**src/rtl/tvu_queue.sv**
```systemverilog
// ----------------------------------------------------------------------------
// tvu_queue
// short fifo between front and back
// ----------------------------------------------------------------------------
`default_nettype none
module tvu_queue #(
   parameter int unsigned WIDTH = 8,
   parameter int unsigned DEPTH = 4
) (
   input  wire logic             clock,
   input  wire logic             reset,
   input  wire logic             push,
   input  wire logic [WIDTH-1:0] push_data,
   output logic                  full,
   input  wire logic             pop,
   output logic                  head_valid,
   output logic [WIDTH-1:0]      head_data
);
   localparam int unsigned PTRW = (DEPTH > 1) ? $clog2(DEPTH) : 1;
   localparam int unsigned CNTW = $clog2(DEPTH + 1);

   logic [WIDTH-1:0] mem [DEPTH];
   logic [PTRW-1:0]  wr_ptr_ff, wr_ptr_in, rd_ptr_ff, rd_ptr_in;
   logic [CNTW-1:0]  count_ff, count_in;
   logic             do_push, do_pop;

   assign full       = (count_ff == CNTW'(DEPTH));
   assign head_valid = (count_ff != '0);
   assign head_data  = mem[rd_ptr_ff];
   assign do_push    = push && !full;
   assign do_pop     = pop && head_valid;

   always_comb begin
      wr_ptr_in = wr_ptr_ff;
      rd_ptr_in = rd_ptr_ff;
      count_in  = count_ff;
      if (do_push) begin
         wr_ptr_in = (wr_ptr_ff == PTRW'(DEPTH - 1)) ? '0 : wr_ptr_ff + 1'b1;
      end
      if (do_pop) begin
         rd_ptr_in = (rd_ptr_ff == PTRW'(DEPTH - 1)) ? '0 : rd_ptr_ff + 1'b1;
      end
      if (do_push && !do_pop) begin
         count_in = count_ff + 1'b1;
      end else if (do_pop && !do_push) begin
         count_in = count_ff - 1'b1;
      end
   end

   always_ff @(posedge clock) begin
      if (reset) begin
         wr_ptr_ff <= '0;
         rd_ptr_ff <= '0;
         count_ff  <= '0;
      end else begin
         wr_ptr_ff <= wr_ptr_in;
         rd_ptr_ff <= rd_ptr_in;
         count_ff  <= count_in;
      end
   end

   always_ff @(posedge clock) begin
      if (do_push) begin
         mem[wr_ptr_ff] <= push_data;
      end
   end
endmodule
`default_nettype wire

```
**config.mk**
```make
export PLATFORM = sky130hd
export DESIGN_NAME = tvu_queue
export DESIGN_NICKNAME = d
export VERILOG_FILES = /design/src/rtl/tvu_queue.sv
export SDC_FILE = /design/constraint.sdc
export NUM_CORES = 1
export LEC_CHECK = 0
export BUFFER_PORTS_ARGS = -buffer_cell sky130_fd_sc_hd__buf_2
export CORE_MARGIN = 4
export CORE_UTILIZATION = 55
export DETAILED_ROUTE_END_ITERATION = 8
export PLACE_DENSITY = 0.86
export SETUP_SLACK_MARGIN = 0.2
export SLEW_MARGIN = 25
export SYNTH_ARGS = -nofsm -noshare
export SYNTH_HDL_FRONTEND = slang
export SYNTH_SLANG_ARGS = --single-unit
export TNS_END_PERCENT = 1
```
**constraint.sdc**
```tcl
create_clock -name clock -period 2.4 [get_ports clock]
set_input_delay 0.36 -clock clock [delete_from_list [all_inputs] [get_ports clock]]
set_output_delay 0.36 -clock clock [all_outputs]
set_load 0.03 [all_outputs]
```
==> results by group <==
Timing
  – Fin crit period: approximately 2.2 ns
  – Final Worst Setup Slack: 0.2250 ns
  – Setup Viol. Count Final: 0
  – Tightest Pin Transition: 0.4349 ns
  – Worst-case hold slack: approximately 0.23 ns
  – F_max: about 0.46 GHz
  – Final TNS setup: 0 ns
  – Clk_skew: between 0.01 and 0.015 ns
  – Final Hold Viols: 0
  – RSZ-0062 raised after global routing: true
  – Max_slew headroom: approximately 71%
  – Max-slew violation count: 0
  – Final Cycle Share: 90.62%

Die
  – DIE WIDTH: ~63 um
  – Die area: 3983 sq um
  – FP Rows: 19
  – Initial Util: 59.04%
  – Die height: 63.11 um
  – Core Box Area: around 2800 sq um
  – Ports: 22

Clock network
  – Clock Tree Buf Depth: 2
  – Latest clock arrival within the worst-skew pair: 0.34 ns
  – Post_cts resized: 4
  – Buffer count from post-CTS setup fixing: 0
  – TritonCTS clock tree: done
  – Clock H-tree levels: 2
  – Clock sinks: 41
  – Clock root cell: clkbuf_4
  – Hold-fix buffers, CTS: 0
  – Clock-pin slew on the worst setup and hold paths: around 0.12 ns
  – Num CTS Buffers: 5

Synthesis
  – Synthesized area: between 1500 and 2000 sq um
  – Cell taking the most area after synthesis: edfxtp_1
  – #FFs+latches synth: 41
  – Ranking of synthesized cells by area: edfxtp_1 58%, dfxtp_1 11%, mux4_2 11%
  – Synth warn: 0
  – Cells after Synth: about 90
  – Netlist cell types: 27
  – Synthesized area per cell: between 15 and 20 sq um
  – Mapped Nets: between 100 and 150
  – Post-synthesis sequential area ratio: between 60% and 70%
  – Post-synth top area share: between 50% and 60%

Finish
  – Final Core Density: roughly 67%
  – Synth-to-layout area growth: 14.23%
  – ANT cells: 0
  – Layout Cells excl Fill: 148
  – Fin nets: approximately 140
  – Final instance area: roughly 1900 sq um
  – Share of cells above drive strength 1: around 40%

Placement
  – PortBufs: 21
  – DP HPWL: 1868 um
  – DP Cell Count: 140
  – Cell Area, Placed: approximately 1800 sq um
  – GPL Wtd Cong: 0.7060
  – DP Worst Slack: about 0.073 ns

Critical path
  – Worst R2R Setup Slack: between 0.2 and 0.25 ns
  – Launch point of the worst reg-to-reg path: count_ff[2]
  – CP startpoint kind: flop
  – Cell depth of the worst flop-to-flop path: 9
  – Crit. Startpoint: count_ff[2]
  – Setup CP Type: reg2reg
  – RR Endpoint: count_ff[2]
  – CP Max Fanout: 7
  – WP data required: 2.67 ns
  – Critical Path AT: between 2 and 2.5 ns
  – CP endpoint kind: flop
  – Setup crit end: count_ff[2]

Job
  – MaxCap Viol Count: 0

Status
  – Run status: complete, no violations

Route
  – DR pass1 iterations: 4
  – WL per Instance: 17.51 um
  – Iter 0 DRT Violations: 28
  – Via count: around 850
  – DRT Wirelength: roughly 2600 um
  – Vias per cell: just under 6
  – # DRC: 0
  – Final ANT Viol Nets: 0

Min path
  – WHS Path Cells: 1
  – HP Class: in2reg

Global routing
  – First-pass GRT wire length: about 4400 um
  – Grt ovf: 0
  – Largest net degree at the start of global routing: 14
  – Vias in the first global route: between 800 and 900
  – Initial antenna violation count: 0
  – GRT Total Usage: approximately 15%

Power
  – Maximum VDD drop: 0.0006691 V
  – Power Total: between 2 and 2.5 mW
  – Leak: 0.7215 nW
  – Power per cell area: 1086 nW/um^2
==> final cells by class <==
cell class                      count  area, sq um
Multi-Input combinational cell     42        471.7
Tap cell                           31        38.79
Clock buffer                        5        37.54
Inverter                            5        45.04
Sequential cell                    41         1145
Clock inverter                      3        65.06
Fill cell                         184        920.9
Timing Repair Buffer               21        105.1
==> Yosys cell counts <==
cell	number
edfxtp_1	32
dfxtp_1	9
mux4_2	8
ha_1	6
and3_1	4
inv_1	3
nor2_1	3
or3_1	3
a21oi_1	2
mux2i_1	2
nand3_1	2
o31ai_2	2
xor2_1	2
a21oi_2	1
buf_1	1
buf_2	1
buf_6	1
bufinv_8	1
clkbuf_1	1
clkinv_8	1
fa_1	1
nand2_1	1
nor2_4	1
nor3_1	1
o21ai_0	1
o21ai_1	1
or3b_1	1
==> worst max-delay path: stages, from the launching register on <==
cell	delay [ns]
dfxtp_1	0.37
or3b_4	0.32
clkinv_8	0.06
nor2_4	0.09
ha_1	0.19
inv_1	0.06
fa_1	0.38
xor2_1	0.17
or3_1	0.31
a21oi_1	0.15
==> kinds of logic (layout without fill, tap and decap cells) <==
group / count (synthesis) / in the layout / share of synthesized area, %
adder cells (fa/ha/maj): 7 / 7 / 5.693
flip-flops: 41 / 41 / 68.31
multiplexers: 10 / 10 / 11.98
AND/OR/NAND/NOR: 16 / 16 / 5.617
AO/OA/AOI/OAI: 7 / 7 / 3.220
XOR/XNOR: 2 / 2 / 1.049
buffers and inverters: 9 / 34 / 4.119
==> layer usage <==
| metal | global-route usage (%) | wire [um] | share of wire (%) |
|---|---|---|---|
| met2 | 25.30 | 1373 | 53 |
| met1 | 18.21 | 1041 | 40 |
| met4 | 6.612 | 49 | 1.9 |
| met3 | 4.440 | 126 | 4.9 |
| met5 | 0 | 0 | 0 |
==> sequential cells by signal (all words and copies together), names as in the netlist, named ones only <==
register / cells
wr_ptr_ff: 2
rd_ptr_ff: 2
count_ff: 3
mem: 32
==> power breakdown <==
part / internal (mW) / total, mW / switching [mW]
Clock: 0.322 / 0.535 / 0.212
Sequential: 0.870 / 0.963 / 0.0929
Combinational: 0.243 / 0.576 / 0.333
Total: 1.44 / 2.07 / 0.638
==> worst min path at each step <==
stage / startpoint / end / slack (ns)
detailed placement: count_ff[2] / count_ff[2] / 0.52
global placement: rd_ptr_ff[0] / rd_ptr_ff[0] / 0.48
CTS: push_data[7] / mem[0][7] / 0.22
global route: push_data[5] / mem[2][5] / 0.21
floorplan: push_data[0] / mem[0][0] / 0.46
finish: push_data[7] / mem[0][7] / 0.23
==> placed cells by master (no fill, tap or decap), types with 3 or more instances in the layout <==
cell type / instances
or3_1: 3
and3_1: 4
inv_1: 3
buf_2: 21
edfxtp_1: 32
mux4_2: 8
nor2_1: 3
dfxtp_1: 6
clkbuf_4: 5
dfxtp_2: 3
ha_1: 6
Note: power is estimated with default switching activity, not from simulation.
