`config.mk`:
```
export PLATFORM = sky130hd
export DESIGN_NAME = tvu_front
export DESIGN_NICKNAME = d
export VERILOG_FILES = /design/src/rtl/tvu_front.sv
export SDC_FILE = /design/constraint.sdc
export NUM_CORES = 1
export LEC_CHECK = 0
export ABC_AREA = 1
export BUFFER_PORTS_ARGS = -buffer_cell sky130_fd_sc_hd__buf_2
export CAP_MARGIN = 20
export CORE_MARGIN = 3
export CORE_UTILIZATION = 35
export DETAILED_ROUTE_END_ITERATION = 16
export PLACE_DENSITY = 0.66
export SLEW_MARGIN = 20
export SYNTH_ARGS = -nofsm -noshare
export SYNTH_HDL_FRONTEND = slang
export SYNTH_SLANG_ARGS = --single-unit
```
`constraint.sdc`:
```
create_clock -name vclk -period 9.09
set_input_delay 2.727 -clock vclk [all_inputs]
set_output_delay 2.727 -clock vclk [all_outputs]
set_load 0.05 [all_outputs]
```
`src/rtl/tvu_front.sv`:
```
// ----------------------------------------------------------------------------
// tvu_front
// forms edge vectors relative to vertex a and flags degenerate items
// ----------------------------------------------------------------------------
`default_nettype none
module tvu_front #(
   parameter int unsigned COORD_FRAC_BITS = 16
) (
   input  wire logic [COORD_FRAC_BITS:0]         a_x,
   input  wire logic [COORD_FRAC_BITS:0]         a_y,
   input  wire logic [COORD_FRAC_BITS:0]         a_z,
   input  wire logic [COORD_FRAC_BITS:0]         b_x,
   input  wire logic [COORD_FRAC_BITS:0]         b_y,
   input  wire logic [COORD_FRAC_BITS:0]         b_z,
   input  wire logic [COORD_FRAC_BITS:0]         c_x,
   input  wire logic [COORD_FRAC_BITS:0]         c_y,
   input  wire logic [COORD_FRAC_BITS:0]         c_z,
   input  wire logic [COORD_FRAC_BITS:0]         d_x,
   input  wire logic [COORD_FRAC_BITS:0]         d_y,
   input  wire logic [COORD_FRAC_BITS:0]         d_z,
   output logic [9*(COORD_FRAC_BITS+2):0]        item
);
   localparam int unsigned EW = COORD_FRAC_BITS + 2;

   logic signed [EW-1:0] e1x, e1y, e1z, e2x, e2y, e2z, e3x, e3y, e3z;
   logic                 degen;

   assign e1x = $signed({1'b0, b_x}) - $signed({1'b0, a_x});
   assign e1y = $signed({1'b0, b_y}) - $signed({1'b0, a_y});
   assign e1z = $signed({1'b0, b_z}) - $signed({1'b0, a_z});
   assign e2x = $signed({1'b0, c_x}) - $signed({1'b0, a_x});
   assign e2y = $signed({1'b0, c_y}) - $signed({1'b0, a_y});
   assign e2z = $signed({1'b0, c_z}) - $signed({1'b0, a_z});
   assign e3x = $signed({1'b0, d_x}) - $signed({1'b0, a_x});
   assign e3y = $signed({1'b0, d_y}) - $signed({1'b0, a_y});
   assign e3z = $signed({1'b0, d_z}) - $signed({1'b0, a_z});

   // d on top of any other vertex zeroes the opposite-edge product
   assign degen = (d_x == a_x && d_y == a_y && d_z == a_z) ||
                  (d_x == b_x && d_y == b_y && d_z == b_z) ||
                  (d_x == c_x && d_y == c_y && d_z == c_z);

   assign item = {degen, e1x, e1y, e1z, e2x, e2y, e2z, e3x, e3y, e3z};
endmodule
`default_nettype wire

```
==> results of run 1 <==
Yosys cell counts, types with 3 or more instances:
master and number:
o21a_1 9, o21bai_1 16, a31oi_1 9, nand4_1 6
nor3_1 26, o21ai_0 24, nor3_2 4, nor2_1 152
nand2_2 12, a21oi_1 126, nand3_1 133, and2_1 5
clkinv_1 3, nand3b_1 3, xnor2_1 41, ha_1 153
a21oi_2 4, inv_2 9, inv_1 317, fa_1 9
o21bai_2 7, nand2_1 588, xor2_1 112, a21o_1 25
kinds of logic (layout without fill, tap and decap cells):
| group | count (synthesis) | in the layout | synth area share |
|---|---|---|---|
| buf+inv | 330 | 696 | 0.126 |
| fa+ha+maj | 162 | 162 | 0.212 |
| other cells | 0 | 3 | 0 |
| xor+xnor | 153 | 153 | 0.136 |
| simple gates | 935 | 935 | 0.387 |
| compound gates | 226 | 226 | 0.140 |
worst max path at each step:
stage / start / to / slack [ns] / cells past startpoint
2_1_floorplan: c_x[0] / item[102] / 1.82 / 11
3_3_place_gp: d_x[0] / item[44] / 1.74 / 11
3_5_place_dp: d_x[0] / item[44] / 1.73 / 11
4_1_cts: d_x[0] / item[44] / 1.71 / 11
5_1_grt: d_x[0] / item[48] / 1.64 / 13
6_report: d_x[0] / item[44] / 1.71 / 11
metal layers:
metal	track usage	vias up	routed length [µm]
met5	0	-	7
met4	0.0553	2	972
met3	0.0325	57	3180
met2	0.450	499	19100
met1	0.331	5677	17600
li1	-	6448	-
critical path, cell delays in order:
cell and delay, ns:
buf_2 0.12, inv_1 0.08, ha_1 0.16, inv_1 0.06
fa_1 0.44, a21oi_4 0.20, inv_2 0.04, nand2_1 0.06
nand2_1 0.14, xor2_1 0.29, buf_2 0.32
power by group:
group / leakage, nW / internal, mW / switching (mW)
registers: 0 / 0 / 0
logic: 7.68 / 0.368 / 1.06
clock network: 0.0000190 / 0.0000000441 / 0
total: 7.68 / 0.368 / 1.06
cell type report:
class                           instances  area, µm²
Timing Repair Buffer                  367       1840
Fill cell                            3152      15100
Multi-Input combinational cell       1476       8640
Antenna cell                            3       7.51
Tap cell                              372        465
Inverter                              329       1230
per-stage QoR:
stage               std cells  setup WS (ns)
finish                   2547           1.71
floorplan                1806           1.82
CTS                      2544           1.71
global route             2547           1.64
detailed placement       2544           1.73
global placement         2544           1.74
==> results by group, run 1 <==
Cells and area
  • Fraction of layout cells with a size suffix above 1: 0.190
  • Area added between synthesis and finish: 23.3%
  • Clock buffer count: 0
  • Sequential cell count: 0
  • Design Area, Final: 12200 µm²
  • FF+latch area: 0 µm²
  • Nets: 2540
  • Commonest non-fill, non-tap cell in the layout: nand2_1
  • Finished Core Util: 0.446
  • Most frequent cells in the layout: nand2_1, buf_2, inv_1

Drt
  • WL/cell: 16.1 µm
  • First DRT Iteration DRCs: 725
  • Vias per cell: 4.98
  • Antenna Nets Post-Route: 0
  • # DRC: 0
  • WL final: 40900 µm
  • First-pass DRT Iterations: 6
  • Vias post-DR: 12700

Floorplan
  • Initial Util: 0.362
  • Die height: 174 µm
  • Std-Cell Rows: 60
  • Chip width: 174 µm
  • Total Die Area: 30300 µm²
  • Core area: 27300 µm²
  • Io pins: 367

Synthesis
  • Area contributors post-synth: nand2_1, ha_1, inv_1
  • Syn Std Cell Area: 9880 µm²
  • Yosys top cell area share: 0.223
  • Syn Nets: 2172
  • Synth unique cells: 32
  • Syn. warnings: 0
  • Post-Syn Instances: 1806
  • Largest area contributor in the netlist: nand2_1
  • Sequential fraction of the synthesis area: 0
  • Mean area per synthesized cell: 5.47 µm²

Timing
  • Final Max Tran Viols: 0
  • Unrepaired setup endpoints after global routing: false
  • Final hold violation count: 0
  • Max Fclk: 135 MHz
  • Worst hold slack: 5.92 ns
  • Relative slew slack: 0.735
  • Worst-Margin Slew: 0.394 ns
  • Fin crit share: 0.812
  • Min cycle time layout: 7.38 ns
  • Setup TNS: 0 ns
  • Final setup fails: 0

Global route
  • Vias in the first global route: 12300
  • Initial antenna violation count: 4
  • All-Layer GR Usage: 0.255
  • First-pass GRT wire length: 63400 µm
  • Largest net degree at the start of global routing: 7
  • Total grt overflow: 0

Power
  • Power per Cell Area: 118 nW/µm²
  • Tot Pwr: 1.43 mW
  • LEAKAGE: 7.68 nW
  • Worst VDD drop: 0.105 mV

Min path
  • Hold_sp: a_x[0]
  • Hold crit path type: in2out
  • WHS Path Cells: 4
  • Hold Path Sink: item[90]

Setup path
  • Crit end category: output pin
  • Crit Path Class: in2out
  • CP arrival: 4.66 ns
  • Crit-path max FO: 3
  • CP startpoint kind: input pin
  • WP data required: 6.36 ns

Place
  • Number of port buffers: 367
  • Final Wtd Congestion: 0.984
  • Area after DPL: 12200 µm²
  • Post-detail-place hpwl: 37400 µm

Status
  • Status: complete, no violations

Clock tree
  • CTS Hold Bufs: 0
  • Postcts setup bufs: 0
  • CTS resizes: 0

Run
  • Max-Cap Viols: 0
No activity file was read; power rests on OpenSTA's default activity.
==> run 2: changes to the inputs <==
==> constraint.sdc (replaced) <==
create_clock -name vclk -period 6.94
set_input_delay 2.082 -clock vclk [all_inputs]
set_output_delay 2.082 -clock vclk [all_outputs]
set_load 0.05 [all_outputs]
==> results by group, run 2 (synthesis results as in run 1) <==
Status
  • Status: complete, no violations

Drt
  • WL final: 41300 µm
  • First-pass DRT Iterations: 5
  • # DRC: 0
  • First DRT Iteration DRCs: 745
  • WL/cell: 16.2 µm
  • Antenna Nets Post-Route: 0
  • Vias post-DR: 12600
  • Vias per cell: 4.96

Place
  • Number of port buffers: 367
  • Area after DPL: 12200 µm²
  • Final Wtd Congestion: 0.999
  • DP Cell Count: 2544
  • Post-detail-place hpwl: 37700 µm

Power
  • Power per Cell Area: 154 nW/µm²
  • Tot Pwr: 1.88 mW
  • LEAKAGE: 7.68 nW
  • Worst VDD drop: 0.138 mV

Setup path
  • CP startpoint kind: input pin
  • Crit end category: output pin
  • Crit Path Class: in2out
  • WP data required: 4.86 ns
  • Crit-path max FO: 3
  • CP arrival: 4.03 ns

Clock tree
  • CTS Hold Bufs: 0
  • Postcts setup bufs: 0
  • CTS resizes: 0

Timing
  • Final setup fails: 0
  • Relative slew slack: 0.764
  • Final Max Tran Viols: 0
  • Max Fclk: 164 MHz
  • Min cycle time layout: 6.11 ns
  • Final hold violation count: 0
  • Setup TNS: 0 ns
  • Worst-Margin Slew: 0.351 ns
  • Fin crit share: 0.881
  • Unrepaired setup endpoints after global routing: false

Run
  • Max-Cap Viols: 0

Cells and area
  • Area added between synthesis and finish: 23.3%
  • FF+latch area: 0 µm²
  • Clock buffer count: 0
  • Fillers: 3149
  • Finished Layout Cells: 2546
  • Nets: 2540
  • Fraction of layout cells with a size suffix above 1: 0.190
  • Most frequent cells in the layout: nand2_1, buf_2, inv_1
  • Sequential cell count: 0
  • Design Area, Final: 12200 µm²
  • Area of the multi-input gates: 8640 µm²
  • Commonest non-fill, non-tap cell in the layout: nand2_1

Global route
  • Initial antenna violation count: 3
  • Total grt overflow: 0
  • All-Layer GR Usage: 0.257
  • Largest net degree at the start of global routing: 7
  • Vias in the first global route: 12300
  • First-pass GRT wire length: 63800 µm

Floorplan
  • Core area: 27300 µm²
  • Initial Util: 0.362
  • Die height: 174 µm
  • Io pins: 367
  • Std-Cell Rows: 60
  • Chip width: 174 µm
  • Total Die Area: 30300 µm²

Min path
  • Hold crit path type: in2out
[run 2: cell types whose count changed in the layout (fill, tap and decap cells not counted)]
cell / before / now
diode_2: 3 / 2
[run 2: power by group]
| group | switching [mW] | internal, mW |
|---|---|---|
| logic | 1.40 | 0.482 |
| registers | 0 | 0 |
| clock network | 0 | 0.0000000386 |
| total | 1.40 | 0.482 |
[run 2: metal layers]
metal / wire [µm] / track usage
met5: 7 / 0
met4: 1150 / 0.0633
met2: 18900 / 0.442
met3: 3100 / 0.0317
met1: 18200 / 0.340
[run 2: worst paths after layout]
path	start	endpoint	slack [ns]	depth (start not counted)
worst max-delay path	d_x[0]	item[44]	0.83	11
worst min-delay path	a_x[0]	item[90]	4.64	4
[run 2: critical path: stages]
cell     delay (ns)
buf_2          0.12
inv_1          0.07
ha_1           0.14
inv_1          0.06
fa_1           0.44
a21oi_4        0.20
inv_2          0.04
nand2_1        0.05
nand2_1        0.15
xor2_1         0.33
buf_2          0.33
[run 2: cell type report]
type / count / area share
tap: 372 / 0.0382
timing repair buffer: 367 / 0.151
inverter: 329 / 0.101
antenna: 2 / 0.000411
multi-input combinational: 1476 / 0.709
[run 2: through the flow]
step | util | setup slack [ns] | hold WS [ns]
2_1_floorplan | - | 0.964 | 4.46
3_3_place_gp | 0.446 | 0.870 | 4.63
3_5_place_dp | 0.446 | 0.870 | 4.64
4_1_cts | 0.446 | 0.855 | 4.64
5_1_grt | 0.446 | 0.741 | 4.67
6_report | 0.446 | 0.827 | 4.64
